### src/sv/pgt_pkg.sv
// shared types, constants and helper functions of the plane grid tessellator
`default_nettype none

package pgt_pkg;

  localparam int CNT_W       = 4;   // row, column and segment counts
  localparam int CORNER_W    = 3;
  localparam int SEG_W       = 8;   // segment count registers
  localparam int AXIS_W      = 2;
  localparam int SIZE_W      = 16;
  localparam int CFG_DATA_W  = 16;
  localparam int CFG_IDX_W   = 3;
  localparam int VIDX_W      = 7;
  localparam int POS_W       = 16;
  localparam int UV_W        = 16;
  localparam int HV_W        = 2 * CNT_W;       // hc * vc
  localparam int NUM_W       = 11;              // unit coordinate numerator, signed
  localparam int PROD_W      = NUM_W + SIZE_W + 1;
  localparam int DVS_W       = HV_W + 1;        // 2 * hc * vc
  localparam int QUO_W       = 17;
  localparam int DVD_W       = DVS_W + QUO_W;
  localparam int QUEUE_DEPTH = 4;
  localparam int QPTR_W      = 2;
  localparam int UV_SHIFT    = 15;

  localparam logic [CORNER_W-1:0] LAST_CORNER = 3'd5;

  typedef enum logic {
    KIND_VERTEX = 1'b0,
    KIND_INDEX  = 1'b1
  } kind_e;

  typedef enum logic [AXIS_W-1:0] {
    AXIS_X    = 2'd0,
    AXIS_Y    = 2'd1,
    AXIS_Z    = 2'd2,
    AXIS_NONE = 2'd3
  } axis_e;

  typedef enum logic [CFG_IDX_W-1:0] {
    CFG_HORIZ_SEGMENTS = 3'd0,
    CFG_VERT_SEGMENTS  = 3'd1,
    CFG_HORIZ_AXIS     = 3'd2,
    CFG_VERT_AXIS      = 3'd3,
    CFG_FLIP_WINDING   = 3'd4,
    CFG_SIZE_X         = 3'd5,
    CFG_SIZE_Y         = 3'd6,
    CFG_SIZE_Z         = 3'd7
  } cfg_idx_e;

  typedef enum logic [2:0] {
    B_IDLE,
    B_NUM,
    B_MUL,
    B_LOAD,
    B_DIV,
    B_FIN
  } back_state_e;

  // configuration with the segment counts already clamped
  typedef struct packed {
    logic [CNT_W-1:0]  hc;
    logic [CNT_W-1:0]  vc;
    logic [AXIS_W-1:0] haxis;
    logic [AXIS_W-1:0] vaxis;
    logic              flip;
    logic [SIZE_W-1:0] size_x;
    logic [SIZE_W-1:0] size_y;
    logic [SIZE_W-1:0] size_z;
  } cfg_t;

  // one classified word from the front sequencer
  typedef struct packed {
    kind_e             kind;
    logic [CNT_W-1:0]  row;
    logic [CNT_W-1:0]  col;
    logic [VIDX_W-1:0] vidx;
    logic              last;
  } item_t;

  // corner of the cell: bit 0 adds a row, bit 1 adds a column
  function automatic logic [1:0] corner_sel(input logic flip,
                                            input logic [CORNER_W-1:0] corner);
    logic [1:0] k;
    k = 2'd0;
    if (!flip) begin
      case (corner)
        3'd1:    k = 2'd1;
        3'd2:    k = 2'd2;
        3'd3:    k = 2'd2;
        3'd4:    k = 2'd1;
        3'd5:    k = 2'd3;
        default: k = 2'd0;
      endcase
    end else begin
      case (corner)
        3'd1:    k = 2'd2;
        3'd2:    k = 2'd1;
        3'd3:    k = 2'd2;
        3'd4:    k = 2'd3;
        3'd5:    k = 2'd1;
        default: k = 2'd0;
      endcase
    end
    return k;
  endfunction

  // unit coordinate on axis a, times 2*hc*vc
  function automatic logic signed [NUM_W-1:0] axis_num(input axis_e a,
                                                       input cfg_t cfg,
                                                       input logic [CNT_W-1:0] row,
                                                       input logic [CNT_W-1:0] col,
                                                       input logic [HV_W-1:0] hv);
    logic signed [NUM_W-1:0] n;
    logic [HV_W-1:0]         cv;
    logic [HV_W-1:0]         rh;
    cv = HV_W'(col * cfg.vc);
    rh = HV_W'(row * cfg.hc);
    n  = (a == AXIS_Y) ? '0 : -$signed({3'b000, hv});
    if (cfg.haxis == a) n = n + $signed({2'b00, cv, 1'b0});
    if (cfg.vaxis == a) n = n + $signed({2'b00, rh, 1'b0});
    return n;
  endfunction

  // round-half-away magnitude back to signed q8.8 with saturation
  function automatic logic [POS_W-1:0] sat_pos(input logic [QUO_W-1:0] mag,
                                               input logic neg);
    logic [QUO_W-1:0] negm;
    logic [POS_W-1:0] r;
    negm = -mag;
    if (!neg) begin
      r = (mag > QUO_W'(32767)) ? 16'h7FFF : mag[POS_W-1:0];
    end else begin
      r = (mag > QUO_W'(32768)) ? 16'h8000 : negm[POS_W-1:0];
    end
    return r;
  endfunction

endpackage

`default_nettype wire

### src/sv/pgt_ifs.sv
// valid/ready stream interfaces for the restart input and the mesh output
`default_nettype none

interface pgt_in_if;
  logic valid;
  logic ready;
  logic restart;

  modport source (output valid, output restart, input ready);
  modport sink (input valid, input restart, output ready);
endinterface

interface pgt_out_if;
  logic                               valid;
  logic                               ready;
  logic                               kind;
  logic signed [pgt_pkg::POS_W-1:0]   pos_x;
  logic signed [pgt_pkg::POS_W-1:0]   pos_y;
  logic signed [pgt_pkg::POS_W-1:0]   pos_z;
  logic        [pgt_pkg::VIDX_W-1:0]  vertex_index;
  logic        [pgt_pkg::UV_W-1:0]    tex_u;
  logic        [pgt_pkg::UV_W-1:0]    tex_v;
  logic                               last;

  modport source (output valid, output kind, output pos_x, output pos_y, output pos_z,
                  output vertex_index, output tex_u, output tex_v, output last,
                  input ready);
  modport sink (input valid, input kind, input pos_x, input pos_y, input pos_z,
                input vertex_index, input tex_u, input tex_v, input last,
                output ready);
endinterface

`default_nettype wire

### src/sv/pgt_front.sv
// front sequencer: walks the vertex and index counters, one word per accepted input
`default_nettype none

module pgt_front (
  input  wire logic          clk_i,
  input  wire logic          rst_ni,
  input  wire pgt_pkg::cfg_t cfg_i,
  pgt_in_if.sink             in_i,
  input  wire logic          full_i,
  output logic               push_o,
  output pgt_pkg::item_t     item_o
);

  logic                               phase_q, phase_d;
  logic [pgt_pkg::CNT_W-1:0]          row_q, row_d;
  logic [pgt_pkg::CNT_W-1:0]          col_q, col_d;
  logic [pgt_pkg::CORNER_W-1:0]       corner_q, corner_d;

  logic                               ph;
  logic [pgt_pkg::CNT_W-1:0]          r, c;
  logic [pgt_pkg::CORNER_W-1:0]       k;
  logic                               stale;
  logic [1:0]                         sel;
  logic [pgt_pkg::CNT_W-1:0]          er, ec;
  logic [pgt_pkg::CNT_W:0]            rl;
  logic [8:0]                         vsum;
  logic [pgt_pkg::CNT_W:0]            r1, c1;
  logic [pgt_pkg::CORNER_W-1:0]       k1;

  assign in_i.ready = !full_i;
  assign push_o     = in_i.valid && !full_i;

  always_comb begin
    ph = phase_q;
    r  = row_q;
    c  = col_q;
    k  = corner_q;
    if (in_i.restart) begin
      ph = 1'b0;
      r  = '0;
      c  = '0;
      k  = '0;
    end
    // counters left outside the mesh by a configuration change
    if (!ph) stale = (r > cfg_i.vc) || (c > cfg_i.hc);
    else     stale = (r >= cfg_i.vc) || (c >= cfg_i.hc) || (k > pgt_pkg::LAST_CORNER);
    if (stale) begin
      ph = 1'b0;
      r  = '0;
      c  = '0;
      k  = '0;
    end

    sel = pgt_pkg::corner_sel(cfg_i.flip, k);
    if (!ph) begin
      er          = r;
      ec          = c;
      item_o.kind = pgt_pkg::KIND_VERTEX;
      item_o.last = 1'b0;
    end else begin
      er          = r + {3'b000, sel[0]};
      ec          = c + {3'b000, sel[1]};
      item_o.kind = pgt_pkg::KIND_INDEX;
      item_o.last = (r == cfg_i.vc - 4'd1) && (c == cfg_i.hc - 4'd1) &&
                    (k == pgt_pkg::LAST_CORNER);
    end
    rl          = {1'b0, cfg_i.hc} + 5'd1;
    vsum        = 9'(er * rl) + {5'b00000, ec};
    item_o.row  = er;
    item_o.col  = ec;
    item_o.vidx = vsum[pgt_pkg::VIDX_W-1:0];

    // advance
    phase_d  = ph;
    row_d    = r;
    col_d    = c;
    corner_d = k;
    r1       = {1'b0, r} + 5'd1;
    c1       = {1'b0, c} + 5'd1;
    k1       = k + 3'd1;
    if (!ph) begin
      if (c1 > {1'b0, cfg_i.hc}) begin
        col_d = '0;
        if (r1 > {1'b0, cfg_i.vc}) begin
          row_d    = '0;
          phase_d  = 1'b1;
          corner_d = '0;
        end else begin
          row_d = r1[pgt_pkg::CNT_W-1:0];
        end
      end else begin
        col_d = c1[pgt_pkg::CNT_W-1:0];
      end
    end else begin
      if (k1 > pgt_pkg::LAST_CORNER) begin
        corner_d = '0;
        if (c1 >= {1'b0, cfg_i.hc}) begin
          col_d = '0;
          if (r1 >= {1'b0, cfg_i.vc}) begin
            phase_d = 1'b0;
            row_d   = '0;
          end else begin
            row_d = r1[pgt_pkg::CNT_W-1:0];
          end
        end else begin
          col_d = c1[pgt_pkg::CNT_W-1:0];
        end
      end else begin
        corner_d = k1;
      end
    end
  end

  always_ff @(posedge clk_i or negedge rst_ni) begin
    if (!rst_ni) begin
      phase_q  <= 1'b0;
      row_q    <= '0;
      col_q    <= '0;
      corner_q <= '0;
    end else if (push_o) begin
      phase_q  <= phase_d;
      row_q    <= row_d;
      col_q    <= col_d;
      corner_q <= corner_d;
    end
  end

endmodule

`default_nettype wire

### src/sv/pgt_queue.sv
// short word queue between the front sequencer and the arithmetic back end
`default_nettype none

module pgt_queue (
  input  wire logic           clk_i,
  input  wire logic           rst_ni,
  input  wire logic           push_i,
  input  wire pgt_pkg::item_t item_i,
  output logic                full_o,
  input  wire logic           pop_i,
  output pgt_pkg::item_t      item_o,
  output logic                empty_o
);

  pgt_pkg::item_t               mem_q [pgt_pkg::QUEUE_DEPTH];
  logic [pgt_pkg::QPTR_W-1:0]   wp_q, rp_q;
  logic [pgt_pkg::QPTR_W:0]     cnt_q, cnt_d;

  assign full_o  = (cnt_q == (pgt_pkg::QPTR_W + 1)'(pgt_pkg::QUEUE_DEPTH));
  assign empty_o = (cnt_q == '0);
  assign item_o  = mem_q[rp_q];

  always_comb begin
    cnt_d = cnt_q;
    if (push_i && !pop_i) cnt_d = cnt_q + 1'b1;
    if (pop_i && !push_i) cnt_d = cnt_q - 1'b1;
  end

  always_ff @(posedge clk_i) begin
    if (push_i) mem_q[wp_q] <= item_i;
  end

  always_ff @(posedge clk_i or negedge rst_ni) begin
    if (!rst_ni) begin
      wp_q  <= '0;
      rp_q  <= '0;
      cnt_q <= '0;
    end else begin
      if (push_i) wp_q <= wp_q + 1'b1;
      if (pop_i)  rp_q <= rp_q + 1'b1;
      cnt_q <= cnt_d;
    end
  end

endmodule

`default_nettype wire

### src/sv/pgt_div.sv
// restoring divider, one quotient bit per step, quotient known to fit QUO_W bits
`default_nettype none

module pgt_div (
  input  wire logic                        clk_i,
  input  wire logic                        load_i,
  input  wire logic                        step_i,
  input  wire logic [pgt_pkg::DVD_W-1:0]   dividend_i,
  input  wire logic [pgt_pkg::DVS_W-1:0]   divisor_i,
  output logic      [pgt_pkg::QUO_W-1:0]   quo_o
);

  logic [pgt_pkg::DVS_W-1:0] rem_q;
  logic [pgt_pkg::QUO_W-1:0] sh_q;
  logic [pgt_pkg::DVS_W:0]   trial;
  logic [pgt_pkg::DVS_W:0]   diff;
  logic                      ge;

  assign trial = {rem_q, sh_q[pgt_pkg::QUO_W-1]};
  assign diff  = trial - {1'b0, divisor_i};
  assign ge    = trial >= {1'b0, divisor_i};
  assign quo_o = sh_q;

  // quotient bits shift in where the dividend bits leave
  always_ff @(posedge clk_i) begin
    if (load_i) begin
      rem_q <= dividend_i[pgt_pkg::DVD_W-1 -: pgt_pkg::DVS_W];
      sh_q  <= dividend_i[pgt_pkg::QUO_W-1:0];
    end else if (step_i) begin
      rem_q <= ge ? diff[pgt_pkg::DVS_W-1:0] : trial[pgt_pkg::DVS_W-1:0];
      sh_q  <= {sh_q[pgt_pkg::QUO_W-2:0], ge};
    end
  end

endmodule

`default_nettype wire

### src/sv/pgt_back.sv
// arithmetic back end: positions and uv through scaling and shared-pace dividers
`default_nettype none

module pgt_back (
  input  wire logic           clk_i,
  input  wire logic           rst_ni,
  input  wire pgt_pkg::cfg_t  cfg_i,
  input  wire pgt_pkg::item_t item_i,
  input  wire logic           empty_i,
  output logic                pop_o,
  pgt_out_if.source           out_o
);

  localparam logic [4:0] LAST_STEP = 5'(pgt_pkg::QUO_W - 1);

  pgt_pkg::back_state_e state_q, state_d;

  pgt_pkg::item_t                     it_q;
  logic [pgt_pkg::HV_W-1:0]           hv_q;
  logic [pgt_pkg::DVS_W-1:0]          den_q;
  logic signed [pgt_pkg::NUM_W-1:0]   numx_q, numy_q, numz_q;
  logic signed [pgt_pkg::PROD_W-1:0]  prodx_q, prody_q, prodz_q;
  logic [4:0]                         cnt_q;

  logic                               load_div, step_div, out_load;
  logic [pgt_pkg::HV_W-1:0]           hv;
  logic [pgt_pkg::DVD_W-1:0]          dvd_x, dvd_y, dvd_z, dvd_u, dvd_v;
  logic [pgt_pkg::QUO_W-1:0]          quo_x, quo_y, quo_z, quo_u, quo_v;
  logic [pgt_pkg::CNT_W-1:0]          vrem;

  logic                               out_vld_q;
  logic                               kind_q, last_q;
  logic [pgt_pkg::POS_W-1:0]          posx_q, posy_q, posz_q;
  logic [pgt_pkg::VIDX_W-1:0]         vidx_q;
  logic [pgt_pkg::UV_W-1:0]           u_q, v_q;

  function automatic logic [pgt_pkg::DVD_W-1:0] round_dvd(
      input logic signed [pgt_pkg::PROD_W-1:0] p,
      input logic [pgt_pkg::HV_W-1:0] half);
    logic [pgt_pkg::PROD_W-1:0] mag;
    mag = p[pgt_pkg::PROD_W-1] ? -p : p;
    return mag[pgt_pkg::DVD_W-1:0] + pgt_pkg::DVD_W'(half);
  endfunction

  assign hv    = pgt_pkg::HV_W'(cfg_i.hc * cfg_i.vc);
  assign dvd_x = round_dvd(prodx_q, hv_q);
  assign dvd_y = round_dvd(prody_q, hv_q);
  assign dvd_z = round_dvd(prodz_q, hv_q);
  assign vrem  = cfg_i.vc - it_q.row;
  assign dvd_u = pgt_pkg::DVD_W'({it_q.col, {pgt_pkg::UV_SHIFT{1'b0}}}) +
                 pgt_pkg::DVD_W'(cfg_i.hc[pgt_pkg::CNT_W-1:1]);
  assign dvd_v = pgt_pkg::DVD_W'({vrem, {pgt_pkg::UV_SHIFT{1'b0}}}) +
                 pgt_pkg::DVD_W'(cfg_i.vc[pgt_pkg::CNT_W-1:1]);

  pgt_div u_div_x (.clk_i, .load_i(load_div), .step_i(step_div),
                   .dividend_i(dvd_x), .divisor_i(den_q), .quo_o(quo_x));
  pgt_div u_div_y (.clk_i, .load_i(load_div), .step_i(step_div),
                   .dividend_i(dvd_y), .divisor_i(den_q), .quo_o(quo_y));
  pgt_div u_div_z (.clk_i, .load_i(load_div), .step_i(step_div),
                   .dividend_i(dvd_z), .divisor_i(den_q), .quo_o(quo_z));
  pgt_div u_div_u (.clk_i, .load_i(load_div), .step_i(step_div),
                   .dividend_i(dvd_u), .divisor_i(pgt_pkg::DVS_W'(cfg_i.hc)),
                   .quo_o(quo_u));
  pgt_div u_div_v (.clk_i, .load_i(load_div), .step_i(step_div),
                   .dividend_i(dvd_v), .divisor_i(pgt_pkg::DVS_W'(cfg_i.vc)),
                   .quo_o(quo_v));

  always_comb begin
    state_d  = state_q;
    pop_o    = 1'b0;
    load_div = 1'b0;
    step_div = 1'b0;
    out_load = 1'b0;
    unique case (state_q)
      pgt_pkg::B_IDLE: begin
        if (!empty_i) begin
          pop_o   = 1'b1;
          state_d = pgt_pkg::B_NUM;
        end
      end
      pgt_pkg::B_NUM:  state_d = pgt_pkg::B_MUL;
      pgt_pkg::B_MUL:  state_d = pgt_pkg::B_LOAD;
      pgt_pkg::B_LOAD: begin
        load_div = 1'b1;
        state_d  = pgt_pkg::B_DIV;
      end
      pgt_pkg::B_DIV: begin
        step_div = 1'b1;
        if (cnt_q == LAST_STEP) state_d = pgt_pkg::B_FIN;
      end
      pgt_pkg::B_FIN: begin
        if (!out_vld_q || out_o.ready) begin
          out_load = 1'b1;
          state_d  = pgt_pkg::B_IDLE;
        end
      end
      default: state_d = pgt_pkg::B_IDLE;
    endcase
  end

  always_ff @(posedge clk_i or negedge rst_ni) begin
    if (!rst_ni) state_q <= pgt_pkg::B_IDLE;
    else         state_q <= state_d;
  end

  always_ff @(posedge clk_i) begin
    if (pop_o) it_q <= item_i;
    if (state_q == pgt_pkg::B_NUM) begin
      hv_q   <= hv;
      den_q  <= {hv, 1'b0};
      numx_q <= pgt_pkg::axis_num(pgt_pkg::AXIS_X, cfg_i, it_q.row, it_q.col, hv);
      numy_q <= pgt_pkg::axis_num(pgt_pkg::AXIS_Y, cfg_i, it_q.row, it_q.col, hv);
      numz_q <= pgt_pkg::axis_num(pgt_pkg::AXIS_Z, cfg_i, it_q.row, it_q.col, hv);
    end
    if (state_q == pgt_pkg::B_MUL) begin
      prodx_q <= numx_q * $signed({1'b0, cfg_i.size_x});
      prody_q <= numy_q * $signed({1'b0, cfg_i.size_y});
      prodz_q <= numz_q * $signed({1'b0, cfg_i.size_z});
    end
    if (load_div)      cnt_q <= '0;
    else if (step_div) cnt_q <= cnt_q + 5'd1;
    if (out_load) begin
      kind_q <= it_q.kind;
      last_q <= it_q.last;
      vidx_q <= it_q.vidx;
      u_q    <= quo_u[pgt_pkg::UV_W-1:0];
      v_q    <= quo_v[pgt_pkg::UV_W-1:0];
      if (it_q.kind == pgt_pkg::KIND_VERTEX) begin
        posx_q <= pgt_pkg::sat_pos(quo_x, prodx_q[pgt_pkg::PROD_W-1]);
        posy_q <= pgt_pkg::sat_pos(quo_y, prody_q[pgt_pkg::PROD_W-1]);
        posz_q <= pgt_pkg::sat_pos(quo_z, prodz_q[pgt_pkg::PROD_W-1]);
      end else begin
        posx_q <= '0;
        posy_q <= '0;
        posz_q <= '0;
      end
    end
  end

  always_ff @(posedge clk_i or negedge rst_ni) begin
    if (!rst_ni)         out_vld_q <= 1'b0;
    else if (out_load)   out_vld_q <= 1'b1;
    else if (out_o.ready) out_vld_q <= 1'b0;
  end

  assign out_o.valid        = out_vld_q;
  assign out_o.kind         = kind_q;
  assign out_o.pos_x        = posx_q;
  assign out_o.pos_y        = posy_q;
  assign out_o.pos_z        = posz_q;
  assign out_o.vertex_index = vidx_q;
  assign out_o.tex_u        = u_q;
  assign out_o.tex_v        = v_q;
  assign out_o.last         = last_q;

endmodule

`default_nettype wire

### src/sv/plane_grid_tessellator.sv
// plane grid tessellator: streams the vertices and triangle indices of a tessellated plane
//
// in_i carries one restart bit per word; each accepted word yields exactly one
// output word on out_o. restart = 1 begins again at vertex zero, 0 moves on to
// the next item: (vc+1)*(hc+1) vertex words row by row, then six index words
// per cell, after which the sequence wraps. hc and vc are the segment
// registers clamped to 1..MAX_SEGMENTS.
// The front sequencer takes a word into a 4-word queue whenever the queue has
// room. The back end handles one word at a time: operand setup, scaling
// multiply and a 17-step restoring division (position and uv dividers run
// side by side); it takes no new word until the last has reached the output
// register. When out_o stalls, a finished word waits in the output register,
// the next one waits in the back end, and the queue keeps taking input until
// it fills. Configuration (cfg_we_i, cfg_idx_i, cfg_data_i) is written one
// register per cycle; the user must write it only while the block is idle,
// which the block itself does not enforce. Reset empties the queue and output
// register, puts the sequence at vertex zero and loads the configuration defaults.
`default_nettype none

module plane_grid_tessellator #(
  parameter int MAX_SEGMENTS = 10
) (
  input  wire logic                               clk_i,
  input  wire logic                               rst_ni,
  input  wire logic                               cfg_we_i,
  input  wire logic [pgt_pkg::CFG_IDX_W-1:0]      cfg_idx_i,
  input  wire logic [pgt_pkg::CFG_DATA_W-1:0]     cfg_data_i,
  pgt_in_if.sink                                  in_i,
  pgt_out_if.source                               out_o
);

  logic [pgt_pkg::SEG_W-1:0]  hseg_q, vseg_q;
  logic [pgt_pkg::AXIS_W-1:0] haxis_q, vaxis_q;
  logic                       flip_q;
  logic [pgt_pkg::SIZE_W-1:0] size_x_q, size_y_q, size_z_q;

  pgt_pkg::cfg_t  cfg;
  pgt_pkg::item_t push_item, pop_item;
  logic           push, pop, full, empty;

  function automatic logic [pgt_pkg::CNT_W-1:0] clamp_seg(
      input logic [pgt_pkg::SEG_W-1:0] v);
    logic [pgt_pkg::CNT_W-1:0] r;
    if (v == '0)                                  r = pgt_pkg::CNT_W'(1);
    else if (v > pgt_pkg::SEG_W'(MAX_SEGMENTS))   r = pgt_pkg::CNT_W'(MAX_SEGMENTS);
    else                                          r = v[pgt_pkg::CNT_W-1:0];
    return r;
  endfunction

  always_ff @(posedge clk_i or negedge rst_ni) begin
    if (!rst_ni) begin
      hseg_q   <= 8'd1;
      vseg_q   <= 8'd1;
      haxis_q  <= pgt_pkg::AXIS_X;
      vaxis_q  <= pgt_pkg::AXIS_Z;
      flip_q   <= 1'b0;
      size_x_q <= 16'd256;
      size_y_q <= 16'd256;
      size_z_q <= 16'd256;
    end else if (cfg_we_i) begin
      unique case (pgt_pkg::cfg_idx_e'(cfg_idx_i))
        pgt_pkg::CFG_HORIZ_SEGMENTS: hseg_q   <= cfg_data_i[pgt_pkg::SEG_W-1:0];
        pgt_pkg::CFG_VERT_SEGMENTS:  vseg_q   <= cfg_data_i[pgt_pkg::SEG_W-1:0];
        pgt_pkg::CFG_HORIZ_AXIS:     haxis_q  <= cfg_data_i[pgt_pkg::AXIS_W-1:0];
        pgt_pkg::CFG_VERT_AXIS:      vaxis_q  <= cfg_data_i[pgt_pkg::AXIS_W-1:0];
        pgt_pkg::CFG_FLIP_WINDING:   flip_q   <= cfg_data_i[0];
        pgt_pkg::CFG_SIZE_X:         size_x_q <= cfg_data_i;
        pgt_pkg::CFG_SIZE_Y:         size_y_q <= cfg_data_i;
        pgt_pkg::CFG_SIZE_Z:         size_z_q <= cfg_data_i;
        default: ;
      endcase
    end
  end

  always_comb begin
    cfg.hc     = clamp_seg(hseg_q);
    cfg.vc     = clamp_seg(vseg_q);
    cfg.haxis  = haxis_q;
    cfg.vaxis  = vaxis_q;
    cfg.flip   = flip_q;
    cfg.size_x = size_x_q;
    cfg.size_y = size_y_q;
    cfg.size_z = size_z_q;
  end

  pgt_front u_front (
    .clk_i,
    .rst_ni,
    .cfg_i  (cfg),
    .in_i   (in_i),
    .full_i (full),
    .push_o (push),
    .item_o (push_item)
  );

  pgt_queue u_queue (
    .clk_i,
    .rst_ni,
    .push_i  (push),
    .item_i  (push_item),
    .full_o  (full),
    .pop_i   (pop),
    .item_o  (pop_item),
    .empty_o (empty)
  );

  pgt_back u_back (
    .clk_i,
    .rst_ni,
    .cfg_i   (cfg),
    .item_i  (pop_item),
    .empty_i (empty),
    .pop_o   (pop),
    .out_o   (out_o)
  );

endmodule

`default_nettype wire

### src/flat_wrapper.sv
// flat-port wrapper written by rule: the top's interface ports become plain ports
module plane_grid_tessellator_flat 
#(
  parameter int MAX_SEGMENTS = 10
)
  (clk_i, rst_ni, cfg_we_i, cfg_idx_i, cfg_data_i, in_i_valid, in_i_restart, in_i_ready, out_o_valid, out_o_kind, out_o_pos_x, out_o_pos_y, out_o_pos_z, out_o_vertex_index, out_o_tex_u, out_o_tex_v, out_o_last, out_o_ready);
  pgt_in_if in_i_i ();
  pgt_out_if out_o_i ();
  input  wire logic clk_i;
  input  wire logic rst_ni;
  input  wire logic cfg_we_i;
  input  wire logic [pgt_pkg::CFG_IDX_W-1:0] cfg_idx_i;
  input  wire logic [pgt_pkg::CFG_DATA_W-1:0] cfg_data_i;
  input wire logic [$bits(in_i_i.valid)-1:0] in_i_valid;
  input wire logic [$bits(in_i_i.restart)-1:0] in_i_restart;
  output wire logic [$bits(in_i_i.ready)-1:0] in_i_ready;
  output wire logic [$bits(out_o_i.valid)-1:0] out_o_valid;
  output wire logic [$bits(out_o_i.kind)-1:0] out_o_kind;
  output wire logic [$bits(out_o_i.pos_x)-1:0] out_o_pos_x;
  output wire logic [$bits(out_o_i.pos_y)-1:0] out_o_pos_y;
  output wire logic [$bits(out_o_i.pos_z)-1:0] out_o_pos_z;
  output wire logic [$bits(out_o_i.vertex_index)-1:0] out_o_vertex_index;
  output wire logic [$bits(out_o_i.tex_u)-1:0] out_o_tex_u;
  output wire logic [$bits(out_o_i.tex_v)-1:0] out_o_tex_v;
  output wire logic [$bits(out_o_i.last)-1:0] out_o_last;
  input wire logic [$bits(out_o_i.ready)-1:0] out_o_ready;
  assign in_i_i.valid = in_i_valid;
  assign in_i_i.restart = in_i_restart;
  assign in_i_ready = in_i_i.ready;
  assign out_o_valid = out_o_i.valid;
  assign out_o_kind = out_o_i.kind;
  assign out_o_pos_x = out_o_i.pos_x;
  assign out_o_pos_y = out_o_i.pos_y;
  assign out_o_pos_z = out_o_i.pos_z;
  assign out_o_vertex_index = out_o_i.vertex_index;
  assign out_o_tex_u = out_o_i.tex_u;
  assign out_o_tex_v = out_o_i.tex_v;
  assign out_o_last = out_o_i.last;
  assign out_o_i.ready = out_o_ready;
  plane_grid_tessellator #(.MAX_SEGMENTS(MAX_SEGMENTS)) u_core (.clk_i(clk_i), .rst_ni(rst_ni), .cfg_we_i(cfg_we_i), .cfg_idx_i(cfg_idx_i), .cfg_data_i(cfg_data_i), .in_i(in_i_i), .out_o(out_o_i));
endmodule
### config.mk
export PLATFORM = sky130hd
export DESIGN_NAME = plane_grid_tessellator_flat
export DESIGN_NICKNAME = d
export VERILOG_FILES = /design/src/sv/pgt_pkg.sv /design/src/sv/pgt_ifs.sv /design/src/sv/pgt_front.sv /design/src/sv/pgt_queue.sv /design/src/sv/pgt_div.sv /design/src/sv/pgt_back.sv /design/src/sv/plane_grid_tessellator.sv /design/src/flat_wrapper.sv
export SDC_FILE = /design/constraint.sdc
export NUM_CORES = 2
export LEC_CHECK = 0
export BUFFER_PORTS_ARGS = -buffer_cell sky130_fd_sc_hd__buf_2
export CAP_MARGIN = 40
export CORE_MARGIN = 2
export CORE_UTILIZATION = 40
export CTS_BUF_LIST = sky130_fd_sc_hd__clkbuf_4 sky130_fd_sc_hd__clkbuf_8
export CTS_CLUSTER_DIAMETER = 40
export DETAILED_ROUTE_END_ITERATION = 8
export PLACE_DENSITY = 0.63
export SLEW_MARGIN = 20
export SYNTH_ARGS = -nofsm -noshare
export SYNTH_HDL_FRONTEND = slang
export SYNTH_SLANG_ARGS = --single-unit
### constraint.sdc
create_clock -name clk_i -period 23.8 [get_ports clk_i]
set_input_delay 1.19 -clock clk_i [delete_from_list [all_inputs] [get_ports clk_i]]
set_output_delay 1.19 -clock clk_i [all_outputs]
set_load 0.01 [all_outputs]
======== After elaboration in Yosys (flattened, before gate mapping) ========
Memory sizes are Yosys's and may differ from the RTL's. A register that Yosys moved wholly into a read port is not among the register bits.
Cells that the tools add are included.
word-level totals
  register bits after elaboration ......... 441
  memory bits (writable) .................. 68
  input bits .............................. 25
  output and inout port bits .............. 91
  memories ................................ 1
memories
  name                  words  bits a word  rd ports  clocked after memory_dff  write ports  RTL line         source
  u_core.u_queue.mem_q  4      17           1         1                         1            pgt_queue.sv:15  pgt_pkg::item_t mem_q [pgt_pkg::QUEUE_DEPTH];
operators by class
  add/sub/neg operators ................... 36
  $mul .................................... 7
  magnitude comparators ................... 23
  equal/unequal tests ..................... 28
  muxes and demuxes ....................... 102
  reductions and logical operators ........ 36
operator list
  kind                                                                     count
  17-bit two-way mux                                                       10
  16-bit two-way mux                                                       9
  9-bit two-way mux                                                        16
  11-bit two-way mux                                                       8
  11-bit by 17-bit multiplier with 28-bit output                           3
  4-bit two-way mux                                                        20
  26-bit by 8-bit adder with 26-bit output                                 3
  26-bit two-way mux                                                       3
  26-bit negation                                                          3
  17-bit by 15-bit > comparator with 1-bit output (second input constant)  3
  17-bit by 16-bit > comparator with 1-bit output (second input constant)  3
  16-bit negation                                                          3
  11-bit by 10-bit adder with 11-bit output                                4
  19-bit by 3-bit adder with 20-bit output                                 2
  3-bit two-way mux                                                        11
  10-bit by 9-bit greater-or-equal comparator with 1-bit output            3
  3-bit equality test (second input constant)                              9
  9-bit subtractor                                                         3
  4-bit by 4-bit multiplier with 8-bit output                              3
  1-bit two-way mux                                                        21
  10-bit by 4-bit greater-or-equal comparator with 1-bit output            2
  3-bit by 2-bit equality test with 1-bit output (second input constant)   6
  3-bit case mux with 6 select lines                                       1
  9-bit by 4-bit subtractor with 9-bit output                              2
  35 further kinds                                                         81

======== Logic depth before layout (Yosys ltp) ========
  depth in word-level cells ............... 16
  mapped depth ............................ 36
  gate-level depth less buffers ........... 34

======== Hierarchy ========
A second synthesis with hierarchy kept.
unflattened totals
  cells, all modules ...................... 4851
  area total of the unflattened synthesis .. 49641.4 um2
modules (own cells, without submodules)
  module                  instances  cells an instance  area each (um2)  sequential area each (um2)
  pgt_back                1          3544               33139.3          6896.6
  pgt_div                 5          132                1620.3           780.7
  pgt_queue               1          126                2894.0           2217.1
  plane_grid_tessellator  1          174                2762.6           1734.2
  pgt_front               1          347                2743.9           300.3

======== Worst setup path after synthesis ========
OpenSTA, ideal clock, no wires.
  path kind ............................... register to register
  start point ............................. reg u_core.u_back.state_q[1]
  end point ............................... reg u_core.u_back.u_div_u.sh_q (netlist bit u_core.u_back.u_div_u.quo_o[0]) (enable)
  arrival time ............................ 9.861 ns
  required time ........................... 22.999 ns
  setup slack ............................. 13.138 ns
  stages on the path, launching flop included .. 4
  buffers on the path ..................... 1
  period minus slack after synthesis ...... 10.662 ns
  cell sequence ........................... dfrtp_1 clkbuf_1 nand2b_1 o21ai_0
on the way
  word-level cells in the longest chain between the ends .. 3
ends and longest elaborated chain
  item                                                                                          RTL line         source
  start: declaration                                                                            pgt_back.sv:16   pgt_pkg::back_state_e state_q, state_d;
  start signal: assignment                                                                      pgt_back.sv:102  if (!rst_ni) state_q <= pgt_pkg::B_IDLE;
  start signal: assignment                                                                      pgt_back.sv:103  else state_q <= state_d;
  3-bit by 2-bit equality test with 1-bit output / 3-bit equality test (equally long branches)  pgt_back.sv:74   unique case (state_q)
  1-bit two-way mux                                                                             pgt_back.sv:74
  2-bit nonzero test (no source line) *                                                         n/a
  end signal: assignment                                                                        pgt_div.sv:28    sh_q <= dividend_i[pgt_pkg::QUO_W-1:0];
  end signal: assignment                                                                        pgt_div.sv:31    sh_q <= {sh_q[pgt_pkg::QUO_W-2:0], ge};
  end: declaration                                                                              pgt_div.sv:14    logic [pgt_pkg::QUO_W-1:0] sh_q;
Every way passes the cells marked *; elsewhere a longest branch is shown, timed or not.
A chain may end at the register's enable or synchronous reset.

==> results.py <==
metrics = {
    "outcome": {
        "status": "finished clean",
    },
    "detailed_routing": {
        "wl_per_cell_um": 17.6,
        "drt_iter0_markers": 2039,
        "vias": 34300,
        "wl_mm": 116,
        "first_pass_iters": 7,
        "vias_per_cell": 5.21,
        "drcViolationCount": 0,
        "ant_nets": 0,
    },
    "die": {
        "fp.dieArea_um2": 123000,
        "core_region_area_um2": 119000,
        "die_w_um": 350,
        "die_h_um": 350,
        "io_pins": 116,
        "start_util": 0.401,
        "rows": 127,
    },
    "clock_network": {
        "clockBufferDepth": 3,
        "cts_buffers": 105,
        "tritoncts": "done",
        "path_clk_slew_ns": 0.06,
        "cts_root_buf": "clkbuf_8",
        "clk_latency_ns": 0.83,
        "cts_setup_buffers": 0,
        "cts_hold_buf": 0,
        "cts_resized": 0,
        "cts.sinks": 518,
        "htree_levels": 3,
    },
    "sta": {
        "rsz0062_at_grt": "no",
        "finalHoldViolCount": 0,
        "slew_viol_final": 0,
        "worst_pin_slew_ns": 0.870,
        "fin_crit_ns": 8.77,
        "setup_viol": 0,
        "fmax_mhz": 114,
        "min_period_over_period": 0.368,
        "skew_ns": 0.0432,
        "maxSlewHeadroom": 0.412,
        "setup-tns-final_ns": 0,
    },
    "synthesis": {
        "synth_edf_count": 421,
        "synth.top_cell.area_share": 0.264,
        "syn_area_um2": 48000,
        "synth_nets": 5646,
        "synthFlopType": "edfxtp_1",
        "synth_area_leaders": "edfxtp_1 (26%), fa_1 (16%), ha_1 (11%)",
        "syn_inst": 4801,
        "synth_cell_types": 87,
        "postSynthRegisterBits": 518,
        "ys_seq_area_frac": 0.314,
        "synth-async-reset-ratio": 0.178,
        "synth_area_per_cell_um2": 9.99,
        "synth_largest_area_cell": "edfxtp_1",
        "ys_warn_count": 0,
    },
    "placement": {
        "portBuffers": 115,
        "dpl.cell_count": 6381,
        "dp_hpwl_mm": 88.8,
        "postPlaceCellArea_um2": 50300,
        "gp_congestion": 0.864,
    },
    "layout": {
        "finalNetCount": 5725,
        "final_area_um2": 52900,
        "register_area_um2": 15100,
        "fin_cells": 6585,
        "fillers": 11500,
        "multi_input_area_um2": 30100,
        "drive_gt1_frac": 0.102,
        "layout_common_cells": "inv_1 (562), ha_1 (436), edfxtp_1 (421), nand2_1 (406), fa_1 (384)",
        "final_common_cell": "inv_1",
        "area_delta_synth_final_pct": 10.3,
    },
    "flow_run": {
        "maxCapViolations": 0,
    },
    "critical_path": {
        "rr_endpoint": "u_core.u_queue.mem_q[1][7]",
        "slowest_stage": "a21oi_1",
        "crit_required_ns": 24.42,
        "regToRegSetupSlack_ns": 15.03,
        "worstPathMaxFanout": 11,
        "worstSetupEndpointType": "register",
        "path_class": "register to register",
        "critPathLaunch": "u_core.hseg_q[5]",
        "rr_worst_depth": 34,
        "timing.rr.start": "u_core.hseg_q[5]",
        "cp-start-kind": "register",
        "slowest_delay_ns": 0.57,
        "arrival_ns": 9.39,
    },
    "grt": {
        "gr-total-overflow": 0,
        "gr-usage-all-layers": 0.191,
        "grt_pass1_vias": 34400,
        "grt_antenna_before_repair": 11,
        "grt_max_degree": 97,
        "grt_pass1_wl_mm": 187,
    },
    "hold_path": {
        "hp-class": "input port to asynchronous set/reset pin",
    },
}
-- through the flow --
stage	util	hold WS, ns	worst slack (ns)
2_1_floorplan	-	0.400	13.14
3_3_place_gp	0.419	0.404	15.14
3_5_place_dp	0.421	0.410	15.01
4_1_cts	0.442	0.300	15.10
5_1_grt	0.443	0.381	14.41
6_report	0.443	0.380	15.03
-- flip-flops by register name (all words and copies together), names as in the netlist, 17 cells and up --
register                     cells
u_core.u_back.prodz_q           27
u_core.u_back.u_div_u.quo_o     17
u_core.u_back.it_q              17
u_core.u_back.prody_q           26
u_core.u_queue.mem_q            68
u_core.u_back.u_div_x.quo_o     17
u_core.u_back.u_div_z.quo_o     17
u_core.u_back.prodx_q           27
u_core.u_back.u_div_y.quo_o     17
u_core.u_back.u_div_v.quo_o     17
-- critical path: cells and delay by family (launching register included) --
| kind | cells | cell delay [ns] |
|---|---|---|
| simple gates | 12 | 2.80 |
| fa+ha+maj | 7 | 2.66 |
| compound gates | 7 | 1.38 |
| buf+inv | 5 | 0.87 |
| xor+xnor | 3 | 0.49 |
| flops | 1 | 0.39 |
-- metal layers --
metal | vias up | GRT usage | part of all wire
met5 | - | 0 | 0.00032
met4 | 6 | 0.0672 | 0.028
met3 | 172 | 0.0288 | 0.047
met2 | 719 | 0.309 | 0.46
met1 | 16900 | 0.260 | 0.46
li1 | 16500 | - | -
-- area by class of cell --
class                           instances  share of cell area
Antenna cell                            5            0.000236
Clock buffer                          128              0.0310
Clock inverter                         67              0.0162
Inverter                              566              0.0402
Multi-Input combinational cell       3526               0.569
Sequential cell                       518               0.284
Tap cell                             1612              0.0381
Timing Repair Buffer                  163              0.0206
-- kinds of logic (layout without fill, tap and decap cells) --
group / count (synthesis) / after routing / synth area share
compound gates: 722 / 722 / 0.0963
flops: 518 / 518 / 0.314
buf+inv: 757 / 924 / 0.0595
fa+ha+maj: 820 / 820 / 0.274
mux: 158 / 158 / 0.0400
xor+xnor: 285 / 285 / 0.0520
other cells: 2 / 7 / 0.000157
simple gates: 1539 / 1539 / 0.164
-- worst max path at each step --
| stage | depth (start not counted) | endpoint | slack (ns) |
|---|---|---|---|
| final | 34 | u_core.u_queue.mem_q[1][7] | 15.03 |
| after global routing | 33 | u_core.u_queue.mem_q[0][7] | 14.41 |
| after CTS | 34 | u_core.u_queue.mem_q[0][7] | 15.10 |
| after detailed placement | 31 | u_core.u_queue.mem_q[2][7] | 15.01 |
| after global placement | 30 | u_core.u_queue.mem_q[0][7] | 15.14 |
| after floorplan | 3 | u_core.u_back.u_div_u.quo_o[0] | 13.14 |
-- cell usage after synthesis (52+ instances only) --
cell type / number
a21o_1: 56
nor3_1: 101
dfrtp_1: 86
edfxtp_1: 421
nand2b_1: 57
xor2_1: 94
fa_1: 384
o21ai_0: 201
mux2_2: 99
xnor2_1: 191
nor2b_1: 52
ha_1: 436
clkbuf_1: 177
nor2_1: 300
and2_1: 350
nand2_1: 406
a21oi_1: 160
inv_1: 562
Power is not shown: default switching activity piles up to over one toggle a cycle in this logic, so the estimate is an artifact.
